`config.mk`:
```
export PLATFORM = sky130hd
export DESIGN_NAME = least_hits_cache_replacement_unit
export DESIGN_NICKNAME = d
export VERILOG_FILES = /design/src/rtl/lhcr_pkg.sv /design/src/rtl/lhcr_ctrl.sv /design/src/rtl/lhcr_datapath.sv /design/src/rtl/least_hits_cache_replacement_unit.sv
export SDC_FILE = /design/constraint.sdc
export NUM_CORES = 1
export LEC_CHECK = 0
export BUFFER_PORTS_ARGS = -buffer_cell sky130_fd_sc_hd__buf_2
export CAP_MARGIN = 15
export CORE_ASPECT_RATIO = 1.1
export CORE_MARGIN = 5
export CORE_UTILIZATION = 55
export DETAILED_ROUTE_END_ITERATION = 8
export PLACE_DENSITY = 0.75
export SYNTH_ARGS = -nofsm -noshare
export SYNTH_HDL_FRONTEND = slang
export SYNTH_SLANG_ARGS = --single-unit
export TNS_END_PERCENT = 1
```
`constraint.sdc`:
```
create_clock -name clk -period 4.78 [get_ports clk]
set_input_delay 0.717 -clock clk [delete_from_list [all_inputs] [get_ports clk]]
set_output_delay 0.717 -clock clk [all_outputs]
set_load 0.1 [all_outputs]
```
`src/rtl/lhcr_pkg.sv`:
```
`timescale 1ns / 1ps
// Shared types and constants for the least-hits cache replacement unit.
// Depends on nothing; every other file imports it.
package lhcr_pkg;

    localparam int ENTRIES    = 4;
    localparam int IDX_W      = (ENTRIES > 1) ? $clog2(ENTRIES) : 1;
    localparam int ID_W       = 16;
    localparam int CNT_W      = 15;
    localparam int SLOT_W     = 4;
    localparam int OUTCOME_W  = 2;
    localparam int IN_TDATA_W = 48;
    localparam int OUT_TDATA_W = 24;
    localparam int OUT_PAD_W  = OUT_TDATA_W - OUTCOME_W - SLOT_W - ID_W;

    localparam logic [ID_W-1:0]  EMPTY_MARK = 16'hFFFF;
    localparam logic [CNT_W-1:0] COUNT_MAX  = 15'h7FFF;
    localparam logic [IDX_W-1:0] LAST_IDX   = IDX_W'(ENTRIES - 1);

    typedef enum logic [OUTCOME_W-1:0] {
        OUT_HIT   = 2'd0,
        OUT_FILL  = 2'd1,
        OUT_EVICT = 2'd2,
        OUT_ERROR = 2'd3
    } outcome_t;

    typedef enum logic [1:0] {
        ST_IDLE,
        ST_SCAN,
        ST_COMMIT
    } ctrl_state_t;

    // Commands from the controller to the datapath.
    typedef struct packed {
        logic load;
        logic scan;
        logic commit;
    } dp_cmd_t;

    // Status from the datapath to the controller.
    typedef struct packed {
        logic scan_last;
        logic out_busy;
    } dp_status_t;

endpackage

```
`src/rtl/lhcr_ctrl.sv`:
```
`timescale 1ns / 1ps
// Controller state machine of the least-hits cache replacement unit.
// Depends on lhcr_pkg; drives commands into lhcr_datapath.
module lhcr_ctrl
(
    input  logic                clk,
    input  logic                rst_n,
    input  logic                in_valid,
    output logic                in_ready,
    input  lhcr_pkg::dp_status_t status,
    output lhcr_pkg::dp_cmd_t    cmd
);
    import lhcr_pkg::*;

    ctrl_state_t state_reg;
    ctrl_state_t state_next;

    always_ff @(posedge clk or negedge rst_n)
    begin
        if (!rst_n)
        begin
            state_reg <= ST_IDLE;
        end
        else
        begin
            state_reg <= state_next;
        end
    end

    always_comb
    begin
        state_next = state_reg;
        unique case (state_reg)
            ST_IDLE:
            begin
                if (in_valid)
                begin
                    state_next = ST_SCAN;
                end
            end
            ST_SCAN:
            begin
                if (status.scan_last)
                begin
                    state_next = ST_COMMIT;
                end
            end
            ST_COMMIT:
            begin
                if (!status.out_busy)
                begin
                    state_next = ST_IDLE;
                end
            end
            default:
            begin
                state_next = ST_IDLE;
            end
        endcase
    end

    always_comb
    begin
        in_ready   = 1'b0;
        cmd        = '0;
        unique case (state_reg)
            ST_IDLE:
            begin
                in_ready = 1'b1;
                cmd.load = in_valid;
            end
            ST_SCAN:
            begin
                cmd.scan = 1'b1;
            end
            ST_COMMIT:
            begin
                cmd.commit = !status.out_busy;
            end
            default:
            begin
                in_ready = 1'b0;
            end
        endcase
    end

endmodule

```
`src/rtl/lhcr_datapath.sv`:
```
`timescale 1ns / 1ps
// Datapath of the least-hits cache replacement unit: tag and hit-count store,
// the one-slot-per-cycle scan, the commit logic and the output register.
// Depends on lhcr_pkg; commanded by lhcr_ctrl.
module lhcr_datapath
(
    input  logic                         clk,
    input  logic                         rst_n,
    input  lhcr_pkg::dp_cmd_t            cmd,
    output lhcr_pkg::dp_status_t         status,
    input  logic [lhcr_pkg::IN_TDATA_W-1:0]  in_data,
    output logic                         out_valid,
    input  logic                         out_ready,
    output logic [lhcr_pkg::OUT_TDATA_W-1:0] out_data
);
    import lhcr_pkg::*;

    logic [ID_W-1:0]  tags_reg   [ENTRIES];
    logic [CNT_W-1:0] counts_reg [ENTRIES];

    logic [ID_W-1:0]  req_reg;
    logic [ID_W-1:0]  pa_reg;
    logic [ID_W-1:0]  pb_reg;
    logic [IDX_W-1:0] idx_reg;

    logic             hit_found_reg;
    logic [IDX_W-1:0] hit_idx_reg;
    logic [CNT_W-1:0] hit_cnt_reg;
    logic             free_found_reg;
    logic [IDX_W-1:0] free_idx_reg;
    logic             vic_found_reg;
    logic [IDX_W-1:0] vic_idx_reg;
    logic [ID_W-1:0]  vic_tag_reg;
    logic [CNT_W-1:0] least_reg;

    logic             out_valid_reg;
    outcome_t         outcome_reg;
    logic [SLOT_W-1:0] slot_reg;
    logic [ID_W-1:0]  evicted_reg;

    logic [ID_W-1:0]  cur_tag;
    logic [CNT_W-1:0] cur_cnt;
    logic             cur_match;
    logic             cur_free;
    logic             cur_cand;

    // Commit decision.
    outcome_t         outcome_next;
    logic [IDX_W-1:0] slot_next;
    logic [ID_W-1:0]  evicted_next;
    logic             wr_en;
    logic [IDX_W-1:0] wr_idx;
    logic [ID_W-1:0]  wr_tag;
    logic [CNT_W-1:0] wr_cnt;

    assign cur_tag   = tags_reg[idx_reg];
    assign cur_cnt   = counts_reg[idx_reg];
    assign cur_match = (cur_tag == req_reg);
    assign cur_free  = (cur_tag == EMPTY_MARK);
    assign cur_cand  = (cur_tag != pa_reg) && (cur_tag != pb_reg) && (cur_cnt < least_reg);

    assign status.scan_last = (idx_reg == LAST_IDX);
    assign status.out_busy  = out_valid_reg && !out_ready;

    always_comb
    begin
        outcome_next = OUT_ERROR;
        slot_next    = '0;
        evicted_next = EMPTY_MARK;
        wr_en        = 1'b0;
        wr_idx       = '0;
        wr_tag       = req_reg;
        wr_cnt       = '0;
        priority if (req_reg == EMPTY_MARK)
        begin
            outcome_next = OUT_ERROR;
        end
        else if (hit_found_reg)
        begin
            outcome_next = OUT_HIT;
            slot_next    = hit_idx_reg;
            wr_en        = 1'b1;
            wr_idx       = hit_idx_reg;
            wr_tag       = req_reg;
            wr_cnt       = (hit_cnt_reg == COUNT_MAX) ? COUNT_MAX : hit_cnt_reg + 1'b1;
        end
        else if (free_found_reg)
        begin
            outcome_next = OUT_FILL;
            slot_next    = free_idx_reg;
            wr_en        = 1'b1;
            wr_idx       = free_idx_reg;
        end
        else if (vic_found_reg)
        begin
            outcome_next = OUT_EVICT;
            slot_next    = vic_idx_reg;
            evicted_next = vic_tag_reg;
            wr_en        = 1'b1;
            wr_idx       = vic_idx_reg;
        end
        else
        begin
            outcome_next = OUT_ERROR;
        end
    end

    // Tag store: cleared to empty by reset, written only at commit.
    always_ff @(posedge clk or negedge rst_n)
    begin
        if (!rst_n)
        begin
            for (int i = 0; i < ENTRIES; i++)
            begin
                tags_reg[i]   <= EMPTY_MARK;
                counts_reg[i] <= '0;
            end
        end
        else if (cmd.commit && wr_en)
        begin
            tags_reg[wr_idx]   <= wr_tag;
            counts_reg[wr_idx] <= wr_cnt;
        end
    end

    // Request capture and scan bookkeeping.
    always_ff @(posedge clk or negedge rst_n)
    begin
        if (!rst_n)
        begin
            idx_reg        <= '0;
            hit_found_reg  <= 1'b0;
            free_found_reg <= 1'b0;
            vic_found_reg  <= 1'b0;
            least_reg      <= COUNT_MAX;
        end
        else if (cmd.load)
        begin
            idx_reg        <= '0;
            hit_found_reg  <= 1'b0;
            free_found_reg <= 1'b0;
            vic_found_reg  <= 1'b0;
            least_reg      <= COUNT_MAX;
        end
        else if (cmd.scan)
        begin
            if (!status.scan_last)
            begin
                idx_reg <= idx_reg + 1'b1;
            end
            if (cur_match && !hit_found_reg)
            begin
                hit_found_reg <= 1'b1;
            end
            if (cur_free && !free_found_reg)
            begin
                free_found_reg <= 1'b1;
            end
            if (cur_cand)
            begin
                vic_found_reg <= 1'b1;
                least_reg     <= cur_cnt;
            end
        end
    end

    always_ff @(posedge clk)
    begin
        if (cmd.load)
        begin
            req_reg <= in_data[ID_W-1:0];
            pa_reg  <= in_data[2*ID_W-1:ID_W];
            pb_reg  <= in_data[3*ID_W-1:2*ID_W];
        end
        if (cmd.scan)
        begin
            if (cur_match && !hit_found_reg)
            begin
                hit_idx_reg <= idx_reg;
                hit_cnt_reg <= cur_cnt;
            end
            if (cur_free && !free_found_reg)
            begin
                free_idx_reg <= idx_reg;
            end
            if (cur_cand)
            begin
                vic_idx_reg <= idx_reg;
                vic_tag_reg <= cur_tag;
            end
        end
    end

    // Output register: holds one result until the sink takes it.
    always_ff @(posedge clk or negedge rst_n)
    begin
        if (!rst_n)
        begin
            out_valid_reg <= 1'b0;
        end
        else if (cmd.commit)
        begin
            out_valid_reg <= 1'b1;
        end
        else if (out_ready)
        begin
            out_valid_reg <= 1'b0;
        end
    end

    always_ff @(posedge clk)
    begin
        if (cmd.commit)
        begin
            outcome_reg <= outcome_next;
            slot_reg    <= SLOT_W'(slot_next);
            evicted_reg <= evicted_next;
        end
    end

    assign out_valid = out_valid_reg;
    assign out_data  = {{OUT_PAD_W{1'b0}}, evicted_reg, slot_reg, outcome_reg};

    // A commit never overwrites a result the sink has not taken.
    a_no_overwrite: assert property (@(posedge clk) disable iff (!rst_n)
        cmd.commit |-> !(out_valid_reg && !out_ready))
        else $error("commit while output register still full");

    // Every commit presents a result on the next cycle.
    a_commit_shows: assert property (@(posedge clk) disable iff (!rst_n)
        cmd.commit |=> out_valid_reg)
        else $error("commit did not load the output register");

    // A recorded victim always has an unsaturated count.
    a_victim_count: assert property (@(posedge clk) disable iff (!rst_n)
        vic_found_reg |-> (least_reg != COUNT_MAX))
        else $error("victim recorded with a saturated count");

    // The scan index never leaves the store.
    a_idx_range: assert property (@(posedge clk) disable iff (!rst_n)
        idx_reg <= LAST_IDX)
        else $error("scan index out of range");

endmodule

```
`src/rtl/least_hits_cache_replacement_unit.sv`:
```
`timescale 1ns / 1ps
// Least-hits cache replacement unit, top level. Each request is accepted, scanned
// reading one slot per cycle, and committed; no new request is taken until the commit
// is done, and an untaken result holds the next commit back.
// Reset (rst_n low, asynchronous): all slots empty, all hit counts zero, no result.
// Depends on lhcr_pkg, lhcr_ctrl and lhcr_datapath.
module least_hits_cache_replacement_unit
(
    input  logic                                 clk,
    input  logic                                 rst_n,
    // Request stream.
    input  logic                                 s_axis_tvalid,
    output logic                                 s_axis_tready,
    // Fields from bit 0: request_id[15:0], protected_a[31:16], protected_b[47:32].
    input  logic [lhcr_pkg::IN_TDATA_W-1:0]      s_axis_tdata,
    // Result stream.
    output logic                                 m_axis_tvalid,
    input  logic                                 m_axis_tready,
    // Fields from bit 0: outcome[1:0], slot[5:2], evicted_id[21:6], zeros[23:22].
    output logic [lhcr_pkg::OUT_TDATA_W-1:0]     m_axis_tdata
);
    import lhcr_pkg::*;

    dp_cmd_t    cmd;
    dp_status_t status;

    // The controller sequences each item through capture, a scan over every
    // slot, and a commit that updates the store and loads the result register.
    // A new item is taken as soon as the commit is done, even while its
    // result still waits in the output register.
    lhcr_ctrl u_ctrl
    (
        .clk      (clk),
        .rst_n    (rst_n),
        .in_valid (s_axis_tvalid),
        .in_ready (s_axis_tready),
        .status   (status),
        .cmd      (cmd)
    );

    // The datapath looks for a matching tag, the first empty slot and the
    // unprotected slot with the fewest hits in one pass, lowest index winning
    // ties, then applies hit, fill, eviction or error at commit.
    lhcr_datapath u_datapath
    (
        .clk       (clk),
        .rst_n     (rst_n),
        .cmd       (cmd),
        .status    (status),
        .in_data   (s_axis_tdata),
        .out_valid (m_axis_tvalid),
        .out_ready (m_axis_tready),
        .out_data  (m_axis_tdata)
    );

endmodule
```
# == Word-level counts from Yosys, hierarchy flattened ==
# Index checks and enable logic that the tools add are counted.
# classes
n_eq_ne,13
bitwise,3
n_reduce_logical,26
n_mux,51
add_sub_neg,2
order_cmp,4
# op_table
operator,count
two-way mux 15 bit,9
bitwise mux 64 bit,1
bitwise mux 60 bit,1
two-way mux 16 bit,3
binary-select mux 16 bit (select 2 bit),1
demux 16 bit (select 2 bit),1
"== test 16 bit, second input constant",2
!= test 16 bit,2
binary-select mux 15 bit (select 2 bit),1
demux 15 bit (select 2 bit),1
two-way mux 2 bit,12
two-way mux 1 bit,20
== test 16 bit,1
"adder 15 x 1 -> 15 bit, second input constant",1
"== test 15 bit, second input constant",1
less-than comparator 15 bit,1
AND reduction 2 bit,7
nonzero test 2 bit,5
"!= test 2 bit, second input constant",4
logical AND 1 bit,7
">= comparator 3 bit, second input constant",2
NOT 2 -> 3 bit,2
case mux 2 bit (3 select lines),1
"== test 2 bit, second input constant",2
other kinds (8),11
# word_totals
output_inout_bits,26
regBits,252
inputBits,52
elab_cells,125

# == Depth between registers and ports, before layout ==
# depth
word_depth,10
ltp_mapped,14
mapped_depth_nobuf,9

# == By module ==
# A second synthesis with hierarchy kept.
# hier_totals
cells_unflattened,712
area_unflattened_um2,11099.4
# modules_own_cells
module,instances,area_per_inst_um2,cells_per_inst,seq_area_each_um2
lhcr_datapath,1,10986.8,701,6880.3
lhcr_ctrl,1,112.6,11,50.0

# == Worst setup path before layout ==
# OpenSTA, ideal clock, no wires.
# synth_timing
kind,flip-flop to flip-flop
startpoint,register u_ctrl.state_reg[0]
endpoint,"register u_datapath.pa_reg[0], enable pin"
synth_period_minus_slack_ns,4.157
setup_ns,0.431
n_path_buf,2
required_time_ns,4.349
path_slack_ns,0.623
t_arrival_ns,3.726
path_stages_with_launch,5
cell_sequence,dfrtp_1 > nor2_1 > and2_0 > clkbuf_1 > clkbuf_1
# synth_rtl
item,line_no,source
from (decl),lhcr_ctrl.sv:15,ctrl_state_t state_reg;
from (signal assigned),lhcr_ctrl.sv:26,state_reg <= state_next;
to (signal assigned),lhcr_datapath.sv:172,pa_reg <= in_data[2*ID_W-1:ID_W];
to (decl),lhcr_datapath.sv:22,logic [ID_W-1:0] pa_reg;

# == Worst setup path after layout ==
# layout_timing
startpoint,register u_datapath.idx_reg[0]
endpoint,"register u_datapath.vic_tag_reg[3], enable pin"
# layout_between
word_cells_on_any_way,13
classes_between,order compare: 1; eq/ne: 2; mux: 6; bitwise: 1; reduce/logical: 3
# layout_rtl
item,line_no,source
from (decl),lhcr_datapath.sv:24,logic [IDX_W-1:0] idx_reg;
from (signal assigned),lhcr_datapath.sv:149,idx_reg <= idx_reg + 1'b1;
NOT 2 -> 3 bit (implied by the code),lhcr_datapath.sv:57,assign cur_cnt = counts_reg[idx_reg];
binary-select mux 15 bit (select 2 bit),lhcr_datapath.sv:57,
two-way mux 15 bit (implied by the code) (2 in series),lhcr_datapath.sv:57,
named net u_datapath.cur_cnt[12],lhcr_datapath.sv:42,logic [CNT_W-1:0] cur_cnt;
less-than comparator 15 bit,lhcr_datapath.sv:60,assign cur_cand = (cur_tag != pa_reg) && (cur_tag != pb_reg) && (cur_cnt < least_reg);
logical AND 1 bit,lhcr_datapath.sv:60,
AND reduction 2 bit (no line),-,
to (signal assigned),lhcr_datapath.sv:189,vic_tag_reg <= cur_tag;
to (decl),lhcr_datapath.sv:33,logic [ID_W-1:0] vic_tag_reg;
# The timed path passes the listed nets, and every way through them passes these cells. The select of a mux whose other input is x is not followed.
# A chain may end at the register's enable or synchronous reset.

==> results.cfg <==
[timing]
finalCriticalPeriod_ps = 3925
fmax_ghz = 0.2548
worst_clock_skew_ps = 13.75
tns_ps = 0
timing_hold_violations_final = 0
timing.max_slew.rel_slack_pct = 27.86
rsz0062_at_grt = no
actual_slew_at_the_worst_max_slew_pin_ps = 1080
setup_violations = 0
post-route-worst-setup-slack_ps = 855.4
final-max-slew-violation-count = 0
fin_crit_share_pct = 82.11

[floorplanning]
ios = 78
starting_density_of_the_core_pct = 55.96
core_region_area_um2 = 19860
floorplan_die_area_um2 = 23160
die_width_um = 145.6
placement_rows = 54
die_height_um = 159.1

[setup_path]
worst-path-max-fanout = 33
cpLargestDelayFamily = simple AND/OR/NAND/NOR gates
cp_slowest_cell = sky130_fd_sc_hd__nor2_4
worst_ep_arrival_time_ps = 4070
crit_path_max_incr_delay_ps = 890
worstSetupStartpointType = flip-flop
required_ps = 4920
path_cells = buf_4 -> mux4_2 -> ha_1 -> a21oi_1 -> nor2b_1 -> o21ai_0 -> nand3_1 -> nor2_4
cp-end-kind = flip-flop
bufs_and_invs_on_worst_path = 1
crit_type = flip-flop to flip-flop

[cells_and_area]
nFillCells = 1428
drive_above_1_share_pct = 41.13
syn_to_final_growth_pct = 12.95
number_of_flip_flops_under_the_largest_register_name = 64
final_antenna_diode_count = 0
num-nets-final = 877
post_layout_nonfiller_instances = 1081

[placed_design]
gp_routability_congestion = 0.8293
dpl.hpwl_um = 15620
io_buffers = 73
numPlacedInstances = 1033
place_worst_setup_slack_ps = 786.5

[run_status]
status = complete, no violations

[clock_tree]
post_cts_resized = 0
post_cts_hold_buffer_count = 0
worst_skew_pair.late_latency_ps = 530
tritoncts.num_buffers = 26
cts_tree = yes
ctsRootBufferMaster = sky130_fd_sc_hd__clkbuf_16
cts-root-to-sink-buffers = 3
cts_setup_buffers = 0
tritoncts_num_sinks = 252
path_clk_slew_ps = 60
clock_tree.htree_level_count = 1

[pwr]
total_switching_power_mw = 2.280
internal_power_consumption_mw = 4.930
comb_power_share_pct = 28.1
p_per_area_nw_per_um2 = 574.2
switching_share_pct = 31.62
vdd_ir_max_v = 0.0004363
clock_power_share_pct = 26.4
power.sequential.fraction_pct = 45.6
power.static_leakage_nw = 5.251

[detailed_routing]
dr.first_iter.drc_count = 501
detailed_route_via_count = 6438
antenna_left = 0
wire_per_inst_um = 21.61
drt-pass1-iter-count = 5
drcViolationCount = 0
wirelength_um = 23360
vias_per_cell = 5.956

[logic_synthesis]
netlist_area_um2 = 11120
syn_area_per_cell_um2 = 15.27
ys_seq_elements = 252
synth_seq_area_share_pct = 62.34
async_flop_share_pct = 58.33
synth_edf_count = 105
synthFlopType = sky130_fd_sc_hd__edfxtp_1
netlist_instances = 728
post_synth_num_cell_types = 54
synth.yosys.warnings = 0

[global_routing]
grt_start_max_net_pins = 116
grt_pass1_vias = 7026
track_usage_pct = 20.32
grt_antenna_before_repair = 0
grt_pass1_wl_um = 38400
gr-total-overflow = 0

[min_path]
hold_path_class = input pin to flip-flop

[run]
drv_cap = 0
-- power by group through the flow --
stage / sequential (mW) / clock [mW] / combinational [mW]
CTS: 3.29 / 1.93 / 2.03
floorplan: 3.31 / 0 / 1.47
detailed placement: 3.32 / 0 / 2.02
global placement: 3.28 / 0 / 1.96
global route: 3.34 / 2.03 / 2.20
finish: 3.28 / 1.90 / 2.02
-- kinds of logic (layout without fill, tap and decap cells) --
family	Yosys count	count (layout)	share of synthesized area, %
flip-flops	252	252	62.34
multiplexers	170	170	20.12
AND/OR/NAND/NOR	125	125	5.898
XOR/XNOR	59	59	4.648
buffers and inverters	55	153	2.330
AO/OA/AOI/OAI	50	50	2.825
adder cells (fa/ha/maj)	16	16	1.801
other	1	4	0.03373
-- metrics by stage --
stage	hold slack, ps	cell area (um^2)	power (mW)	util [%]
after floorplan	421.4	11130	4.781	-
after global placement	462.1	11750	5.238	59.17
after detailed placement	474.9	11750	5.339	59.17
after CTS	347.5	12560	7.245	63.21
after global routing	346.0	12560	7.559	63.21
final	364.4	12560	7.210	63.21
-- worst paths after layout --
| check | from | cells past startpoint | end | slack [ps] |
|---|---|---|---|---|
| worst max-delay path | u_datapath.idx_reg[0] | 8 | u_datapath.vic_tag_reg[3] | 860 |
| worst min-delay path | s_axis_tdata[37] | 1 | u_datapath.pb_reg[5] | 360 |
| worst max register to register | u_datapath.idx_reg[0] | 8 | u_datapath.vic_tag_reg[3] | 860 |
| worst min register to register | u_datapath.counts_reg[42] | 1 | u_datapath.counts_reg[42] | 490 |
| max in group asynchronous | rst_n | 2 | u_datapath.least_reg[4] | 3340 |
| min in group asynchronous | rst_n | 1 | u_datapath.counts_reg[12] | 390 |
-- final cells by class --
| cell class | instances | area [um^2] | area share [%] |
|---|---|---|---|
| Tap cell | 252 | 315.3 | 2.511 |
| Clock buffer | 36 | 708.2 | 5.640 |
| Timing Repair Buffer | 85 | 461.7 | 3.677 |
| Multi-Input combinational cell | 424 | 3970 | 31.62 |
| Sequential cell | 252 | 6932 | 55.20 |
| Clock inverter | 12 | 95.09 | 0.7573 |
| Inverter | 20 | 75.07 | 0.5978 |
-- placed cells by master, fill, tap and decap left out, types with 3 or more instances in the layout --
cell type / synthesis / final
sky130_fd_sc_hd__buf_2: 5 / 72
sky130_fd_sc_hd__a21oi_1: 22 / 22
sky130_fd_sc_hd__mux4_2: 29 / 29
sky130_fd_sc_hd__inv_1: 19 / 19
sky130_fd_sc_hd__nor4_1: 10 / 9
sky130_fd_sc_hd__mux2_2: 101 / 101
sky130_fd_sc_hd__nand4_1: 16 / 16
sky130_fd_sc_hd__xor2_1: 38 / 38
sky130_fd_sc_hd__nand3_1: 9 / 9
sky130_fd_sc_hd__nand2_1: 13 / 13
sky130_fd_sc_hd__and3_1: 4 / 4
sky130_fd_sc_hd__clkinv_1: 0 / 4
sky130_fd_sc_hd__conb_1: 1 / 4
sky130_fd_sc_hd__clkbuf_1: 16 / 8
sky130_fd_sc_hd__dfstp_2: 79 / 79
sky130_fd_sc_hd__ha_1: 16 / 16
sky130_fd_sc_hd__nand2b_1: 19 / 19
sky130_fd_sc_hd__edfxtp_1: 105 / 105
sky130_fd_sc_hd__o21ai_0: 7 / 7
sky130_fd_sc_hd__clkbuf_16: 0 / 26
sky130_fd_sc_hd__xnor2_1: 21 / 21
sky130_fd_sc_hd__clkinv_2: 0 / 5
sky130_fd_sc_hd__dfrtp_1: 68 / 67
sky130_fd_sc_hd__nor2_1: 40 / 39
sky130_fd_sc_hd__a22o_1: 3 / 3
sky130_fd_sc_hd__mux2i_1: 15 / 15
sky130_fd_sc_hd__mux2_1: 24 / 24
sky130_fd_sc_hd__buf_4: 6 / 12
-- synthesized netlist by cell type, types with 3 or more instances --
master / count / area share (%)
sky130_fd_sc_hd__nand2_1: 13 / 0.44
sky130_fd_sc_hd__buf_1: 6 / 0.20
sky130_fd_sc_hd__dfstp_2: 79 / 19
sky130_fd_sc_hd__a22o_1: 3 / 0.24
sky130_fd_sc_hd__nand2b_1: 19 / 1.1
sky130_fd_sc_hd__mux2_1: 24 / 2.4
sky130_fd_sc_hd__nand4_1: 16 / 0.90
sky130_fd_sc_hd__inv_1: 19 / 0.64
sky130_fd_sc_hd__buf_2: 5 / 0.23
sky130_fd_sc_hd__nand3_1: 9 / 0.41
sky130_fd_sc_hd__buf_4: 6 / 0.41
sky130_fd_sc_hd__and3_1: 4 / 0.23
sky130_fd_sc_hd__nor2_1: 40 / 1.4
sky130_fd_sc_hd__mux2i_1: 15 / 1.4
sky130_fd_sc_hd__o21ai_0: 7 / 0.32
sky130_fd_sc_hd__dfrtp_1: 68 / 15
sky130_fd_sc_hd__nor4_1: 10 / 0.56
sky130_fd_sc_hd__mux4_2: 29 / 5.9
sky130_fd_sc_hd__a21oi_1: 22 / 0.99
sky130_fd_sc_hd__ha_1: 16 / 1.8
sky130_fd_sc_hd__nor2b_1: 3 / 0.17
sky130_fd_sc_hd__xor2_1: 38 / 3.0
sky130_fd_sc_hd__mux2_2: 101 / 10
sky130_fd_sc_hd__edfxtp_1: 105 / 28
sky130_fd_sc_hd__clkbuf_1: 16 / 0.54
sky130_fd_sc_hd__xnor2_1: 21 / 1.7
-- per-layer routing --
layer	track usage, %	part of all wire, %	routed length, um	up-vias
met1	27.89	42	9746	3365
met3	3.074	5.5	1293	42
li1	-	-	-	2838
met4	5.640	2.1	493	0
met5	0	0	0	-
met2	34.10	51	11830	193
-- worst reg2reg max path: cells and delay by family, from the launching register on --
kind,cells,cell delay [ps]
AOI/OAI and AO/OA,2,300
adders and majority gates,1,330
and+or+nand+nor,3,1150
DFF,1,610
muxes,1,610
buffers and inverters,1,530
(Power assumes the default switching activity.)
